--- src/hdl/stp_pkg.sv ---
// ----------------------------------------------------------------------------
// Section time profiler package
// Shared widths, default sizes, command codes and sequencer states.
// ----------------------------------------------------------------------------
package stp_pkg;

   localparam int SECTIONS_DEFAULT      = 11;
   localparam int HISTORY_DEPTH_DEFAULT = 256;

   localparam int TICK_W = 32;   // timestamps, accumulators, last-frame times
   localparam int AVG_W  = 40;   // moving average, 8 fraction bits
   localparam int CMD_W  = 3;
   localparam int SEC_W  = 4;
   localparam int HIDX_W = 8;

   typedef enum logic [CMD_W-1:0] {
      CMD_BEGIN = 3'd0,
      CMD_END   = 3'd1,
      CMD_ADD   = 3'd2,
      CMD_FRAME = 3'd3,
      CMD_READ  = 3'd4
   } cmd_type;

   typedef enum logic [1:0] {
      ST_IDLE,
      ST_EXEC,
      ST_FRAME,
      ST_WRAP
   } state_type;

endpackage

--- src/hdl/stp_ema_unit.sv ---
// ----------------------------------------------------------------------------
// Moving-average update unit
// Computes (avg*243 + accum*13*256) >> 8 with saturation to the average width.
// ----------------------------------------------------------------------------
module stp_ema_unit
   import stp_pkg::*;
(
   input  logic [AVG_W-1:0]  avg_i,
   input  logic [TICK_W-1:0] acc_i,
   output logic [AVG_W-1:0]  avg_o
);

   localparam int AvgWeight = 243;
   localparam int AccWeight = 13 * 256;
   localparam int FracBits  = 8;
   localparam int SumW      = AVG_W + FracBits + 1;

   logic [SumW-1:0]         sum;
   logic [SumW-FracBits-1:0] shifted;

   // Both products are by constants, so they reduce to a handful of adders.
   assign sum     = SumW'(avg_i) * SumW'(AvgWeight) + SumW'(acc_i) * SumW'(AccWeight);
   assign shifted = sum[SumW-1:FracBits];
   assign avg_o   = shifted[AVG_W] ? {AVG_W{1'b1}} : shifted[AVG_W-1:0];

endmodule

--- config.mk ---
export PLATFORM = sky130hd
export DESIGN_NAME = stp_ema_unit
export DESIGN_NICKNAME = d
export VERILOG_FILES = /design/src/hdl/stp_pkg.sv /design/src/hdl/stp_ema_unit.sv
export SDC_FILE = /design/constraint.sdc
export NUM_CORES = 1
export LEC_CHECK = 0
export ABC_CLOCK_PERIOD_IN_PS = 19740
export BUFFER_PORTS_ARGS = -buffer_cell sky130_fd_sc_hd__buf_2
export CORE_MARGIN = 2
export CORE_UTILIZATION = 41
export DETAILED_ROUTE_END_ITERATION = 8
export GPL_ROUTABILITY_DRIVEN = 0
export GPL_TIMING_DRIVEN = 1
export SETUP_SLACK_MARGIN = 0.15
export SYNTH_ARGS = -nofsm -noshare
export SYNTH_HDL_FRONTEND = slang
export SYNTH_SLANG_ARGS = --single-unit
--- constraint.sdc ---
create_clock -name vclk -period 19.74
set_input_delay 5.922 -clock vclk [all_inputs]
set_output_delay 5.922 -clock vclk [all_outputs]
set_load 0.01 [all_outputs]
==> summary.md, run 1 <==
| Metric | Value |
|---|---|
| Placed Instance Area | roughly 12,000 sq um |
| Synthesis-to-finish area growth | 14.2% |
| Routed WL | about 23,000 um |
| Post-Place Cells | 1,724 |
| Yosys warning total | 0 |
| Fill cells | around 2,600 |
| Drt pass-1 iters | 4 |
| Final Cycle Share | 0.979 |
| Synthesized area per cell | between 8 and 9 sq um |
| Worst path top cell family by delay | adder cells |
| First-pass GRT wire length | ~38,000 um |
| Gate Count Post-Synth | between 1,000 and 1,500 |
| Critical Setup Path Class | primary input to output pin |
| Antenna Nets Post-Route | 0 |
| Slew headroom | 0.574 |
| Hold_buf cts | 0 |
| Fin cells | about 1,700 |
| Setup_tns | 0 ps |
| N_diodes | 0 |
| Initial Util | 0.417 |
| Clock buffer count | 0 |
| Synthesized Nets | 1,732 |
| # port buffers | ~110 |
| Largest cells by area after synthesis | fa_1 (39%), ha_1 (20%), inv_1 (15%), a21oi_1 (2.9%), xnor2_1 (2.8%) |
| Detailed Route Iter0 Violations | around 210 |
| Seq/Total Area, Yosys | 0 |
| FF/Latch Area | 0 sq um |
| Top-area cell type share of the netlist area | 0.392 |
| Largest net degree at the start of global routing | 21 |
| Crit end category | output pin |
| Die height | approximately 170 um |
| Synthesized cell area | between 10,000 and 15,000 sq um |
| Final Slew Violations | 0 |
| Die span in x | between 150 and 200 um |
| Core footprint | ~26,000 sq um |
| DRC viols | 0 |
| Final Hold Fails | 0 |
| Layout cell share with drive strength beyond 1 | 0.139 |
| Gr usage total | 0.160 |
| Final instance area | approximately 12,000 sq um |
| RSZ-0062 raised after global routing | no |
| Max Fclk | 0.0517 GHz |
| Initial antenna violation count | 1 |
| Slowest-stage cell, CP | fa_1 |
| Max FO, Critical Path | 6 |
| Hold-critical path depth | 7 |
| Utilization after layout | 0.477 |
| Worst path required time | ~14,000 ps |
| CP bufs+invs | 9 |
| Remaining Overflow, GRT | 0 |
| Final min period | around 19,000 ps |
| Worst Hold End | avg_o[0] |
| Vias per inst | approximately 4.7 |
| Sequential cells | 0 |
| Yosys top cell by area | fa_1 |
| Worst Hold Class | primary input to output pin |
| Yosys cell types | a little under 60 |
| Status | complete, no violations |
| CP Launch Type | primary input |
| Row count | a little under 60 |
| WP data arrival | about 13,000 ps |
| Post-DR wirelength/cell | roughly 13 um |
| Layout Nets | roughly 1,900 |
| Vias | roughly 8,000 |
| Vias in the first global route | 8,245 |
| Die area | approximately 28,000 sq um |
| Max-cap violations | 0 |
| Largest stage delay on the critical path | approximately 530 ps |
| Final setup viols | 0 |
| Total I/O pin count | about 110 |
| Hold Startpoint | avg_i[1] |
| Slew @ Worst Pin | about 630 ps |
| Final HPWL DP | slightly above 20,000 um |
[tightest hold or removal path: cells and delay by family]
| family | cells | cell delay (ps) |
|---|---|---|
| AO/OA/AOI/OAI | 1 | 130 |
| buffers and inverters | 2 | 270 |
| AND/OR/NAND/NOR | 3 | 320 |
| adder cells (fa/ha/maj) | 1 | 150 |
[stage by stage]
| step | setup WS, ps | hold WS, ps |
|---|---|---|
| after floorplan | 832 | 12380 |
| after global placement | 188 | 12720 |
| after detailed placement | 76.3 | 12730 |
| after CTS | 157 | 12740 |
| after global routing | 147 | 12830 |
| final | 408 | 12710 |
[cell usage in the layout, fill, tap and decap left out, types with 3 or more instances in the layout]
master / count
nand3_1: 13
a21o_1: 35
nand4_1: 11
buf_2: 111
nor3_1: 8
and2_1: 5
nor2b_1: 12
ha_4: 10
ha_1: 162
inv_2: 5
o21ai_1: 5
a211o_1: 4
and4_1: 6
inv_1: 436
o21a_1: 10
o21bai_1: 8
nand2b_1: 5
xor2_1: 29
o211ai_1: 3
a21oi_2: 6
o21ai_0: 22
xnor2_1: 35
and3_1: 6
a21boi_0: 3
a21oi_1: 56
nand2_1: 60
a31oi_1: 6
clkbuf_16: 3
nor2_1: 38
buf_4: 23
fa_1: 211
[cells by family after synthesis]
group | synth area share
multiplexers | 0.00230
buffers and inverters | 0.157
XOR/XNOR | 0.0523
adder cells (fa/ha/maj) | 0.592
AO/OA/AOI/OAI | 0.115
AND/OR/NAND/NOR | 0.0809
[worst max path at each step]
stage | start | end | slack [ps] | depth (start not counted)
global placement | acc_i[2] | avg_o[0] | 190 | 36
CTS | acc_i[7] | avg_o[0] | 160 | 36
floorplan | acc_i[7] | avg_o[10] | 830 | 34
finish | acc_i[7] | avg_o[19] | 410 | 37
detailed placement | acc_i[7] | avg_o[0] | 80 | 36
global route | acc_i[6] | avg_o[19] | 150 | 37
[final cells by class]
class | instances | area, sq um | area share
multi-input cells | 823 | 9470 | 0.763
repair buffers | 141 | 870 | 0.0700
well taps | 335 | 419 | 0.0338
inverters | 441 | 1660 | 0.133
[Yosys cell counts, types with 4 or more instances]
master / instances
a211o_1: 4
a21o_1: 35
a21oi_1: 62
a31oi_1: 10
and2_1: 5
and3_1: 6
and4_1: 6
clkbuf_1: 6
fa_1: 213
ha_1: 174
inv_1: 441
nand2_1: 61
nand2b_1: 5
nand3_1: 13
nand4_1: 11
nor2_1: 38
nor2b_1: 13
nor3_1: 8
o21a_1: 10
o21ai_0: 28
o21bai_1: 9
xnor2_1: 35
xor2_1: 30
[layer usage]
layer,share of wire,GRT usage,up-vias
met5,0,0,-
met4,0.0056,0.00562,0
met3,0.029,0.00927,10
met2,0.51,0.292,93
met1,0.45,0.220,3958
li1,-,-,4151
[repair_timing]
action	CTS	global route
endpoints found under the setup margin	35	40
gates cloned	0	3
resized for setup	2	62
setup buffers	0	13
pin swaps	1	33
Power of run 1 is left out: the tool's default activity adds up to more than one toggle a clock period on the data nets, which glitch-free logic cannot reach.
==> run 2: changes to the inputs <==
CELL_PAD_IN_SITES_DETAIL_PLACEMENT = 1   (was not set)
CELL_PAD_IN_SITES_GLOBAL_PLACEMENT = 1   (was not set)
PLACE_DENSITY_LB_ADDON = 0.1   (was not set)
==> run 2 against run 1 <==
  * Cell count shrank 0.11%
  * First-iteration DRC count increased by 8.3%
  * Utilization increased by 0.30 points
  * Maximum frequency fell by 0.27%
  * Critical path depth did not move
  * Die area is the same
  * Global-route usage grew 3.1 points
  * Critical endpoint unchanged
  * Largest cell class unchanged
  * Highest routed layer is now met5
==> summary.md, run 2 (synthesized netlist as in run 1, its figures left out) <==
| Metric | Value |
|---|---|
| Row count | just under 60 |
| Post-DR wirelength/cell | around 15 um |
| Initial antenna violation count | 2 |
| Worst path most repeated cell | inv_2 |
| Total I/O pin count | 112 |
| Hold-critical path depth | 7 |
| Final Cycle Share | 0.982 |
| Vias in the first global route | around 9,300 |
| DRC viols | 0 |
| Hold_buf cts | 0 |
| Metal-1 WL | around 12,000 um |
| Largest stage delay on the critical path | about 530 ps |
| Critical Setup Path Class | primary input to output pin |
| Vias | between 8,000 and 9,000 |
| Slew @ Worst Pin | about 610 ps |
| Die span in x | between 150 and 200 um |
| WP data arrival | 13,460 ps |
| Worst Hold Class | primary input to output pin |
| Most common cell after layout, fill and taps aside | inv_1 |
| # port buffers | between 100 and 150 |
| Crit end category | output pin |
| WL met3 | around 500 um |
| Sequential cells | 0 |
| Slew headroom | 0.586 |
| Routed wl met2 | about 14,000 um |
| Clock buffer count | 0 |
| Drt pass-1 iters | 4 |
| Final Hold Fails | 0 |
| Status | complete, no violations |
| Die height | 167 um |
| Remaining Overflow, GRT | 0 |
| Antenna Nets Post-Route | 0 |
| Initial Util | 0.417 |
| Final Slew Violations | 0 |
| CP Launch Type | primary input |
| Most frequent cells in the layout | inv_1 (431), fa_1 (211), ha_1 (161) |
| Utilization after layout | 0.480 |
| Final setup viols | 0 |
| Layout Nets | between 1,500 and 2,000 |
| Vias per inst | 4.85 |
| N_diodes | 0 |
| Gr usage total | 0.191 |
| Fill cells | between 3,000 and 4,000 |
| Detailed Route Iter0 Violations | 223 |
| Top Layer Used | met5 |
| Largest net degree at the start of global routing | 21 |
| RSZ-0062 raised after global routing | yes |
| Max-cap violations | 0 |
| Final HPWL DP | 24,400 um |
| Synthesis-to-finish area growth | 14.9% |
| Max FO, Critical Path | 8 |
| Layout cell share with drive strength beyond 1 | 0.147 |
| Final min period | 19,380 ps |
| Die area | roughly 28,000 sq um |
| Worst path required time | 13,820 ps |
| Slowest-stage cell, CP | fa_1 |
| Routed WL | around 26,000 um |
| Max Fclk | around 0.052 GHz |
| First-pass GRT wire length | ~45,000 um |
| Core footprint | approximately 26,000 sq um |
| FF/Latch Area | 0 sq um |
==> run 2: layout make-up <==
class | count | area [sq um] | area share
Multi-Input combinational cell | 823 | 9530 | 0.763
Inverter | 441 | 1660 | 0.132
Timing Repair Buffer | 139 | 891 | 0.0713
Tap cell | 335 | 419 | 0.0335
==> run 2: through the flow <==
step	setup TNS [ps]	worst slack [ps]	hold WS, ps	cells	instance area, sq um
after detailed placement	-1950	-89.4	12710	1726	11900
after global placement	0	157	12700	1726	11900
after global routing	0	76.2	12800	1738	12500
after floorplan	0	832	12380	1273	10900
final	0	355	12700	1738	12500
after CTS	0	155	12710	1730	12100
==> run 2: path summary, 6_finish.rpt <==
path                  startpoint         to  slack [ps]
worst min-delay path    avg_i[1]   avg_o[0]       12700
worst max-delay path    acc_i[2]  avg_o[19]         360
==> run 2: repair_timing <==
item                                    CTS  global route
setup buffers                             3             8
pin swaps                                13            39
endpoints found under the setup margin   39            39
gates resized for setup                  18            73
gates cloned                              1             0
==> run 2: metal layers <==
| layer | vias to the layer above | GRT usage |
|---|---|---|
| met5 | - | 0 |
| met1 | 4206 | 0.247 |
| met2 | 72 | 0.365 |
| met4 | 4 | 0.0131 |
| li1 | 4140 | - |
| met3 | 14 | 0.0112 |
==> run 2: critical path, delay by kind of cell <==
| kind | cells | cell delay (ps) |
|---|---|---|
| AOI/OAI and AO/OA | 13 | 2280 |
| adders and majority gates | 8 | 2870 |
| buffers and inverters | 9 | 820 |
| muxes | 1 | 320 |
| and+or+nand+nor | 5 | 1030 |
| xor gates and xnor gates | 1 | 210 |
Power of run 2 is left out for the same reason.
